===== src/rtl/dlpp_pkg.sv =====
// ----------------------------------------------------------------------------
// dlpp_pkg
// Shared types and constants of the DVD LPCM packet packer.
// ----------------------------------------------------------------------------
package dlpp_pkg;

  localparam int MAX_CHANNELS = 8;
  localparam int CH_W         = 4;
  localparam int CFG_IDX_W    = 2;
  localparam int CFG_DATA_W   = 4;
  localparam int SMP_W        = 32;
  localparam int GRP_W        = 24;
  localparam int GRP_DEPTH    = 4;
  localparam int FILL_W       = 2;
  localparam int POS_W        = 4;
  localparam int JQ_DEPTH     = 2;
  localparam int JQ_PTR_W     = 1;
  localparam int JQ_CNT_W     = 2;

  localparam logic [7:0] HDR_FIRST = 8'h0C;
  localparam logic [7:0] HDR_LAST  = 8'h80;
  localparam logic [1:0] QUANT_16  = 2'd0;
  localparam logic [1:0] QUANT_24  = 2'd2;

  typedef enum logic [CFG_IDX_W-1:0] {
    CFG_WIDE = 2'd0,
    CFG_RATE = 2'd1,
    CFG_CHAN = 2'd2
  } cfg_idx_e;

  typedef enum logic [1:0] {
    BODY_NONE  = 2'd0,
    BODY_PCM16 = 2'd1,
    BODY_GROUP = 2'd2
  } body_e;

  typedef struct packed {
    logic                            hdr;
    logic [7:0]                      hdr_mid;
    body_e                           body;
    logic                            mono;
    logic                            eop;
    logic [GRP_DEPTH-1:0][GRP_W-1:0] smp;
  } job_t;

endpackage


===== src/rtl/dlpp_front.sv =====
// ----------------------------------------------------------------------------
// dlpp_front
// Accepts samples, holds configuration and the 24-bit group, and turns each
// 16-bit sample, group or packet start into a byte job for the back end.
// ----------------------------------------------------------------------------
module dlpp_front (
  input  logic                                 clk,
  input  logic                                 rst_n,
  input  logic                                 cfg_wr_en,
  input  logic [dlpp_pkg::CFG_IDX_W-1:0]       cfg_index,
  input  logic [dlpp_pkg::CFG_DATA_W-1:0]      cfg_data,
  input  logic                                 accept,
  input  logic signed [dlpp_pkg::SMP_W-1:0]    sample,
  input  logic                                 packet_start,
  input  logic                                 packet_end,
  output logic                                 job_push,
  output dlpp_pkg::job_t                       job
);

  logic                                        wide_r, wide_nxt;
  logic                                        rate_r, rate_nxt;
  logic [dlpp_pkg::CH_W-1:0]                   chan_r, chan_nxt;
  logic [dlpp_pkg::FILL_W-1:0]                 fill_r, fill_nxt;
  logic [dlpp_pkg::GRP_DEPTH-1:0][dlpp_pkg::GRP_W-1:0] grp_r, grp_nxt;

  logic [dlpp_pkg::FILL_W-1:0] idx;
  logic [dlpp_pkg::FILL_W-1:0] inc;
  logic [dlpp_pkg::CH_W-1:0]   ch_clamp;
  logic                        mono;
  logic                        complete;

  assign mono = (chan_r == dlpp_pkg::CH_W'(1));
  assign idx  = packet_start ? '0 : fill_r;
  assign inc  = idx + dlpp_pkg::FILL_W'(1);
  assign complete = wide_r && (inc == (mono ? dlpp_pkg::FILL_W'(2) : '0));

  always_comb begin
    if (cfg_data == '0) begin
      ch_clamp = dlpp_pkg::CH_W'(1);
    end else if (cfg_data > dlpp_pkg::CFG_DATA_W'(dlpp_pkg::MAX_CHANNELS)) begin
      ch_clamp = dlpp_pkg::CH_W'(dlpp_pkg::MAX_CHANNELS);
    end else begin
      ch_clamp = cfg_data;
    end
  end

  always_comb begin
    grp_nxt = grp_r;
    if (accept && wide_r) begin
      grp_nxt[idx] = sample[31:8];
    end
  end

  always_comb begin
    wide_nxt = wide_r;
    rate_nxt = rate_r;
    chan_nxt = chan_r;
    fill_nxt = fill_r;
    if (cfg_wr_en) begin
      case (dlpp_pkg::cfg_idx_e'(cfg_index))
        dlpp_pkg::CFG_WIDE: begin
          wide_nxt = cfg_data[0];
          fill_nxt = '0;
        end
        dlpp_pkg::CFG_RATE: rate_nxt = cfg_data[0];
        dlpp_pkg::CFG_CHAN: begin
          chan_nxt = ch_clamp;
          fill_nxt = '0;
        end
        default: ;
      endcase
    end else if (accept) begin
      if (!wide_r) begin
        fill_nxt = packet_start ? '0 : fill_r;
      end else if (complete || packet_end) begin
        fill_nxt = '0;
      end else begin
        fill_nxt = inc;
      end
    end
  end

  always_comb begin
    job.hdr     = packet_start;
    job.hdr_mid = {(wide_r ? dlpp_pkg::QUANT_24 : dlpp_pkg::QUANT_16), 1'b0, rate_r,
                   chan_r - dlpp_pkg::CH_W'(1)};
    job.mono    = mono;
    job.eop     = packet_end;
    job.smp     = grp_nxt;
    if (!wide_r) begin
      job.body   = dlpp_pkg::BODY_PCM16;
      job.smp[0] = {8'h00, sample[15:0]};
    end else if (complete) begin
      job.body = dlpp_pkg::BODY_GROUP;
    end else begin
      job.body = dlpp_pkg::BODY_NONE;
    end
  end

  assign job_push = accept && (packet_start || !wide_r || complete);

  always_ff @(posedge clk) begin
    if (!rst_n) begin
      wide_r <= 1'b0;
      rate_r <= 1'b0;
      chan_r <= dlpp_pkg::CH_W'(2);
      fill_r <= '0;
    end else begin
      wide_r <= wide_nxt;
      rate_r <= rate_nxt;
      chan_r <= chan_nxt;
      fill_r <= fill_nxt;
    end
  end

  always_ff @(posedge clk) begin
    grp_r <= grp_nxt;
  end

endmodule


===== src/rtl/dlpp_job_fifo.sv =====
// ----------------------------------------------------------------------------
// dlpp_job_fifo
// Two-entry job queue between front and back end.
// ----------------------------------------------------------------------------
module dlpp_job_fifo (
  input  logic           clk,
  input  logic           rst_n,
  input  logic           push,
  input  dlpp_pkg::job_t wr_job,
  input  logic           pop,
  output logic           full,
  output logic           empty,
  output dlpp_pkg::job_t rd_job
);

  dlpp_pkg::job_t                  mem_r [dlpp_pkg::JQ_DEPTH];
  logic [dlpp_pkg::JQ_PTR_W-1:0]   wr_ptr_r, wr_ptr_nxt;
  logic [dlpp_pkg::JQ_PTR_W-1:0]   rd_ptr_r, rd_ptr_nxt;
  logic [dlpp_pkg::JQ_CNT_W-1:0]   cnt_r, cnt_nxt;
  logic                            do_push;
  logic                            do_pop;

  assign full    = (cnt_r == dlpp_pkg::JQ_CNT_W'(dlpp_pkg::JQ_DEPTH));
  assign empty   = (cnt_r == '0);
  assign do_push = push && !full;
  assign do_pop  = pop && !empty;
  assign rd_job  = mem_r[rd_ptr_r];

  always_comb begin
    wr_ptr_nxt = do_push ? wr_ptr_r + dlpp_pkg::JQ_PTR_W'(1) : wr_ptr_r;
    rd_ptr_nxt = do_pop  ? rd_ptr_r + dlpp_pkg::JQ_PTR_W'(1) : rd_ptr_r;
    cnt_nxt    = cnt_r + dlpp_pkg::JQ_CNT_W'(do_push) - dlpp_pkg::JQ_CNT_W'(do_pop);
  end

  always_ff @(posedge clk) begin
    if (!rst_n) begin
      wr_ptr_r <= '0;
      rd_ptr_r <= '0;
      cnt_r    <= '0;
    end else begin
      wr_ptr_r <= wr_ptr_nxt;
      rd_ptr_r <= rd_ptr_nxt;
      cnt_r    <= cnt_nxt;
    end
  end

  always_ff @(posedge clk) begin
    if (do_push) begin
      mem_r[wr_ptr_r] <= wr_job;
    end
  end

endmodule


===== src/rtl/dlpp_back.sv =====
// ----------------------------------------------------------------------------
// dlpp_back
// Walks the head job byte by byte into the output register.
// ----------------------------------------------------------------------------
module dlpp_back (
  input  logic                     clk,
  input  logic                     rst_n,
  input  logic                     job_valid,
  input  dlpp_pkg::job_t           job,
  output logic                     job_pop,
  input  logic                     pop,
  output logic                     empty,
  output logic [7:0]               data_byte,
  output logic                     end_of_packet,
  output logic                     run_last
);

  logic [dlpp_pkg::POS_W-1:0] pos_r, pos_nxt;
  logic [dlpp_pkg::POS_W-1:0] len;
  logic [dlpp_pkg::POS_W-1:0] hdr_len;
  logic [dlpp_pkg::POS_W-1:0] q;
  logic [dlpp_pkg::POS_W-1:0] g2;
  logic [dlpp_pkg::POS_W-1:0] ql;
  logic [7:0]                 byte_val;
  logic                       last;
  logic                       load;
  logic                       out_valid_r, out_valid_nxt;
  logic [7:0]                 out_byte_r;
  logic                       out_eop_r;
  logic                       out_last_r;

  assign hdr_len = job.hdr ? dlpp_pkg::POS_W'(3) : '0;
  assign g2      = job.mono ? dlpp_pkg::POS_W'(4) : dlpp_pkg::POS_W'(8);
  assign q       = pos_r - hdr_len;
  assign ql      = q - g2;

  always_comb begin
    unique case (job.body)
      dlpp_pkg::BODY_PCM16: len = hdr_len + dlpp_pkg::POS_W'(2);
      dlpp_pkg::BODY_GROUP: len = hdr_len + (job.mono ? dlpp_pkg::POS_W'(6)
                                                      : dlpp_pkg::POS_W'(12));
      default:              len = hdr_len;
    endcase
  end

  always_comb begin
    if (job.hdr && pos_r == '0) begin
      byte_val = dlpp_pkg::HDR_FIRST;
    end else if (job.hdr && pos_r == dlpp_pkg::POS_W'(1)) begin
      byte_val = job.hdr_mid;
    end else if (job.hdr && pos_r == dlpp_pkg::POS_W'(2)) begin
      byte_val = dlpp_pkg::HDR_LAST;
    end else if (job.body == dlpp_pkg::BODY_PCM16) begin
      byte_val = q[0] ? job.smp[0][7:0] : job.smp[0][15:8];
    end else if (q < g2) begin
      byte_val = q[0] ? job.smp[q[2:1]][15:8] : job.smp[q[2:1]][23:16];
    end else begin
      byte_val = job.smp[ql[1:0]][7:0];
    end
  end

  assign last    = (pos_r == len - dlpp_pkg::POS_W'(1));
  assign load    = job_valid && (!out_valid_r || pop);
  assign job_pop = load && last;

  always_comb begin
    pos_nxt = pos_r;
    if (load) begin
      pos_nxt = last ? '0 : pos_r + dlpp_pkg::POS_W'(1);
    end
    out_valid_nxt = out_valid_r;
    if (load) begin
      out_valid_nxt = 1'b1;
    end else if (pop) begin
      out_valid_nxt = 1'b0;
    end
  end

  always_ff @(posedge clk) begin
    if (!rst_n) begin
      pos_r       <= '0;
      out_valid_r <= 1'b0;
    end else begin
      pos_r       <= pos_nxt;
      out_valid_r <= out_valid_nxt;
    end
  end

  always_ff @(posedge clk) begin
    if (load) begin
      out_byte_r <= byte_val;
      out_eop_r  <= last && job.eop;
      out_last_r <= last;
    end
  end

  assign empty         = !out_valid_r;
  assign data_byte     = out_byte_r;
  assign end_of_packet = out_eop_r;
  assign run_last      = out_last_r;

  a_pos_in_job: assert property (@(posedge clk) disable iff (!rst_n)
    job_valid |-> pos_r < len)
    else $error("byte position past end of job");

  a_pos_idle: assert property (@(posedge clk) disable iff (!rst_n)
    !job_valid |-> pos_r == '0)
    else $error("byte position not cleared between jobs");

  a_eop_last: assert property (@(posedge clk) disable iff (!rst_n)
    (out_valid_r && out_eop_r) |-> out_last_r)
    else $error("end of packet on a byte that does not close its sample");

endmodule


===== src/rtl/dvd_lpcm_packet_packer_unit.sv =====
// ----------------------------------------------------------------------------
// dvd_lpcm_packet_packer_unit
// DVD LPCM packer: samples in, packet bytes out with header and grouping.
// ----------------------------------------------------------------------------
// One byte leaves per cycle from a byte-wide output register while pop is
// asserted and a job waits. A sample makes 2 bytes in 16-bit mode, on average 3 in
// 24-bit mode (a group of 2 or 4 samples comes out as 6 or 12 bytes on the
// beat that completes it), plus 3 header bytes on a packet's first sample.
// A two-job queue lets samples be taken while earlier bytes are still
// draining; full rises only when both jobs are waiting.
module dvd_lpcm_packet_packer_unit (
  input  logic                                 clk,
  input  logic                                 rst_n,
  input  logic                                 cfg_wr_en,
  input  logic [dlpp_pkg::CFG_IDX_W-1:0]       cfg_index,
  input  logic [dlpp_pkg::CFG_DATA_W-1:0]      cfg_data,
  input  logic                                 push,
  output logic                                 full,
  input  logic signed [dlpp_pkg::SMP_W-1:0]    in_sample,
  input  logic                                 in_packet_start,
  input  logic                                 in_packet_end,
  output logic                                 empty,
  input  logic                                 pop,
  output logic [7:0]                           out_data_byte,
  output logic                                 out_end_of_packet,
  output logic                                 out_run_last
);

  logic           accept;
  logic           job_push;
  logic           job_pop;
  logic           jq_empty;
  dlpp_pkg::job_t wr_job;
  dlpp_pkg::job_t rd_job;

  assign accept = push && !full;

  dlpp_front u_front (
    .clk          (clk),
    .rst_n        (rst_n),
    .cfg_wr_en    (cfg_wr_en),
    .cfg_index    (cfg_index),
    .cfg_data     (cfg_data),
    .accept       (accept),
    .sample       (in_sample),
    .packet_start (in_packet_start),
    .packet_end   (in_packet_end),
    .job_push     (job_push),
    .job          (wr_job)
  );

  dlpp_job_fifo u_jq (
    .clk    (clk),
    .rst_n  (rst_n),
    .push   (job_push),
    .wr_job (wr_job),
    .pop    (job_pop),
    .full   (full),
    .empty  (jq_empty),
    .rd_job (rd_job)
  );

  dlpp_back u_back (
    .clk           (clk),
    .rst_n         (rst_n),
    .job_valid     (!jq_empty),
    .job           (rd_job),
    .job_pop       (job_pop),
    .pop           (pop),
    .empty         (empty),
    .data_byte     (out_data_byte),
    .end_of_packet (out_end_of_packet),
    .run_last      (out_run_last)
  );

endmodule

===== config.mk =====
export PLATFORM = sky130hd
export DESIGN_NAME = dvd_lpcm_packet_packer_unit
export DESIGN_NICKNAME = d
export VERILOG_FILES = /design/src/rtl/dlpp_pkg.sv /design/src/rtl/dlpp_front.sv /design/src/rtl/dlpp_job_fifo.sv /design/src/rtl/dlpp_back.sv /design/src/rtl/dvd_lpcm_packet_packer_unit.sv
export SDC_FILE = /design/constraint.sdc
export NUM_CORES = 1
export LEC_CHECK = 0
export ABC_AREA = 1
export ABC_CLOCK_PERIOD_IN_PS = 9300
export BUFFER_PORTS_ARGS = -buffer_cell sky130_fd_sc_hd__buf_2
export CORE_UTILIZATION = 30
export CTS_CLUSTER_SIZE = 30
export DETAILED_ROUTE_END_ITERATION = 7
export GPL_ROUTABILITY_DRIVEN = 0
export SKIP_LAST_GASP = 1
export SLEW_MARGIN = 10
export SYNTH_ARGS = -nofsm -noshare
export SYNTH_HDL_FRONTEND = slang
export SYNTH_HIERARCHICAL = 1
export SYNTH_SLANG_ARGS = --single-unit

===== constraint.sdc =====
create_clock -name clk -period 9.3 [get_ports clk]
set_input_delay 1.86 -clock clk [delete_from_list [all_inputs] [get_ports clk]]
set_output_delay 1.86 -clock clk [all_outputs]
set_load 0.005 [all_outputs]

==> impl_metrics.yaml <==
synthesis:
  syn_inst: 1307
  yosys-top-cells-count: "nand2_1 (242), edfxtp_1 (228), dfxtp_1 (114)"
  yosysSeqAreaShare: 0.6115
  synth_top_area_share: 0.4586
  syn-cell-area_um2: 14930
  synthXorXnorAreaFrac: 0.004609
  ys.flop_type: "edfxtp_1"
  synth_top_family_by_area: "simple AND/OR/NAND/NOR gates"
  yosysUniqueCellTypes: 45
  muxShareOfSynthArea: 0.08473
  async_flop_share: 0
  ys_warn_count: 6
  ys_seq_elements: 342
  synth-edff-count: 228
  synth_compound_area_frac: 0.08389
  synthTopCellsByArea: "edfxtp_1 (46%), dfxtp_1 (15%), mux2_2 (7.5%), nand2_1 (6.1%), buf_4 (4.2%)"
  avgSynthCellArea_um2: 11.42
  synthSimpleGateAreaFrac: 0.1079
  yosysMostFrequentCell: "nand2_1"
  synth_top_cell_by_area: "edfxtp_1"
  synth_fa_ha_area_frac: 0.01726
power:
  intPower_w: 0.003274
  netSwitchingPower_w: 0.001537
  peakVddDrop_mv: 0.1349
  p_leak_nw: 6.163
  power_frac_seq: 0.409
  swShare: 0.3195
  pwr-share-comb: 0.278
  power_frac_clock: 0.313
  power_density_nw_per_um2: 293.2
min_path:
  worstHoldStart: "u_front/grp_r[4]"
  worstHoldEndpoint: "u_front/grp_r[4]"
  whs_path_depth: 2
  hold_class: "reg2reg"
floorplanning:
  rows: 81
  die_h_um: 225.1
  core_area_um2: 49050
  die_w_um: 225.1
  die_area_um2: 50660
  initial_core_util: 0.3044
  io_pins: 57
grt:
  grt_pass1_vias: 8768
  overflow: 0
  grt_max_degree: 73
  grt_util_all_layers: 0.1257
  grt_pass1_wl_mm: 49.63
  antenna_found_initial: 1
finish:
  area_growth_pct: 9.906
  stdcell_count: 1971
  nets: 1344
  num_antenna_cells: 0
  final_layout_size_suffix_gt1_frac: 0.2272
  fin_area_um2: 16410
sta:
  drv_slew: 0
  maxClockFrequency_mhz: 215.4
  fin_crit_sh: 0.4993
  fin_tns_setup_ns: 0
  worst_pin_slew_ns: 1.039
  min_period_ns: 4.643
  rsz0062_at_grt: "no"
  slew_headroom: 0.3075
  fin_hold_ws_ns: 0.4458
  hold_viol: 0
  setup_viol: 0
  finClkSkew_ns: 0.009300
cts:
  cts_resized: 0
  clkLatencyLatePin_ns: 0.52
  cts.sinks: 342
  root_buffer: "clkbuf_16"
  cts_setup_buffers: 0
  numCtsBuffers: 36
  htree_num_levels: 2
  ctsHoldBuffers: 0
  clock_path_buffers: 3
  path_clk_slew_ns: 0.06
  cts_tree: "done"
routing:
  wl_per_cell_um: 16.12
  dr.pass1.iters: 5
  dr_total_vias: 8806
  totalWireLength_mm: 31.78
  drt_iter0_drc: 604
  drc: 0
  via_per_inst: 4.468
  ant_nets: 0
critical_path:
  crit_required_ns: 9.43
  worstPathArrival_ns: 4.77
  critPathKind: "in2reg"
  r2r_end: "u_jq/cnt_r[1]"
  worstSetupStartpointType: "primary input"
  reg2reg_slack_ns: 4.74
  critPathCaptureType: "flop"
  worst_r2r_path_depth: 22
  crit_fanout: 72
place:
  post_dp_cell_area_um2: 15140
  dpl.hpwl_mm: 19.64
  dp_cells: 1905
  port_buffers: 56
run_status:
  status: "completed"
job:
  maxCapViolCount: 0
cells by family (layout without fill, tap and decap cells):
kind of cell,Yosys count,in the layout
buffers and inverters,223,222
other,1,2
XOR/XNOR,7,7
multiplexers,109,109
AO/OA/AOI/OAI,217,217
adder cells (fa/ha/maj),20,20
flip-flops,342,342
AND/OR/NAND/NOR,388,388
placed cells by master, fill, tap and decap left out, types with 3 or more instances in the layout:
cell type,count
clkbuf_16,37
or2_1,4
a21oi_2,3
nand3_1,32
clkbuf_1,7
a211oi_1,5
or2_2,6
inv_4,4
clkinv_2,4
edfxtp_1,228
nand2_1,242
buf_4,12
buf_2,56
ha_1,19
o21ai_0,111
inv_2,6
mux2_2,99
a21oi_1,44
bufinv_16,5
nand2_2,4
inv_1,78
o22ai_1,7
o21ai_2,22
clkbuf_8,8
nand2_4,3
mux2_4,10
nor2_1,84
o21ai_1,16
a211oi_2,5
dfxtp_1,113
xor2_1,6
final cells by class:
| cell class | count | area [µm²] |
|---|---|---|
| Clock inverter | 14 | 202.7 |
| Clock buffer | 52 | 1062 |
| Tap cell | 664 | 830.8 |
| Timing Repair Buffer | 68 | 370.4 |
| Multi-Input combinational cell | 743 | 4469 |
| Fill cell | 4904 | 32640 |
| Inverter | 88 | 340.3 |
| Sequential cell | 342 | 9133 |
metal layers:
metal	share of wire	up-vias	global-route usage	routed length, µm
li1	-	4340	-	-
met1	0.46	4232	0.1661	14550
met2	0.47	181	0.2116	15080
met3	0.045	53	0.01930	1436
met4	0.023	0	0.03709	718
met5	0	-	0	0
power groups by stage:
| stage | sequential, W | combinational, W | clock, W |
|---|---|---|---|
| floorplan | 0.00200 | 0.000989 | 0 |
| global placement | 0.00199 | 0.00133 | 0 |
| detailed placement | 0.00200 | 0.00134 | 0 |
| CTS | 0.00197 | 0.00135 | 0.00154 |
| global route | 0.00199 | 0.00148 | 0.00159 |
| finish | 0.00197 | 0.00134 | 0.00151 |
through the flow:
step	power (W)	util	worst slack (ns)
3_5_place_dp	0.003344	0.3087	4.164
4_1_cts	0.004861	0.3345	4.693
3_3_place_gp	0.003326	0.3087	4.210
5_1_grt	0.005067	0.3345	4.312
6_report	0.004811	0.3345	4.657
2_1_floorplan	0.002990	-	1.302
registers in the layout, indices dropped and copies added (netlist names), named ones only:
name                  flops
u_back/end_of_packet      1
u_front/chan_r            4
u_front/rate_r            1
u_front/grp_r            96
u_back/run_last           1
u_jq/wr_ptr_r             1
u_back/out_valid_r        1
u_back/data_byte          8
u_jq/cnt_r                2
u_front/fill_r            2
u_jq/rd_ptr_r             1
u_front/wide_r            1
u_back/pos_r              4
u_jq/mem_r              218
worst max-delay path: stages:
cell	delay, ns
buf_2	0.10
inv_1	0.06
nand2_1	0.15
inv_1	0.09
ha_1	0.32
inv_1	0.05
nand2_1	0.06
nand3_1	0.12
a31oi_1	0.24
nand2_1	0.16
nor2_4	0.09
buf_4	0.48
buf_4	0.83
how the worst max path moves through the flow:
stage	cells past startpoint	from	slack, ns	endpoint
5_1_grt	20	flop	4.31	u_jq/cnt_r[1]
3_5_place_dp	13	in_packet_start	4.16	u_jq/mem_r[0][57]
3_3_place_gp	13	in_packet_start	4.21	u_jq/mem_r[0][89]
6_report	13	in_packet_start	4.66	u_jq/mem_r[0][29]
2_1_floorplan	9	in_packet_start	1.30	u_jq/mem_r[0][0]
4_1_cts	22	flop	4.69	u_jq/cnt_r[1]
Power figures use the tool's default switching activity.
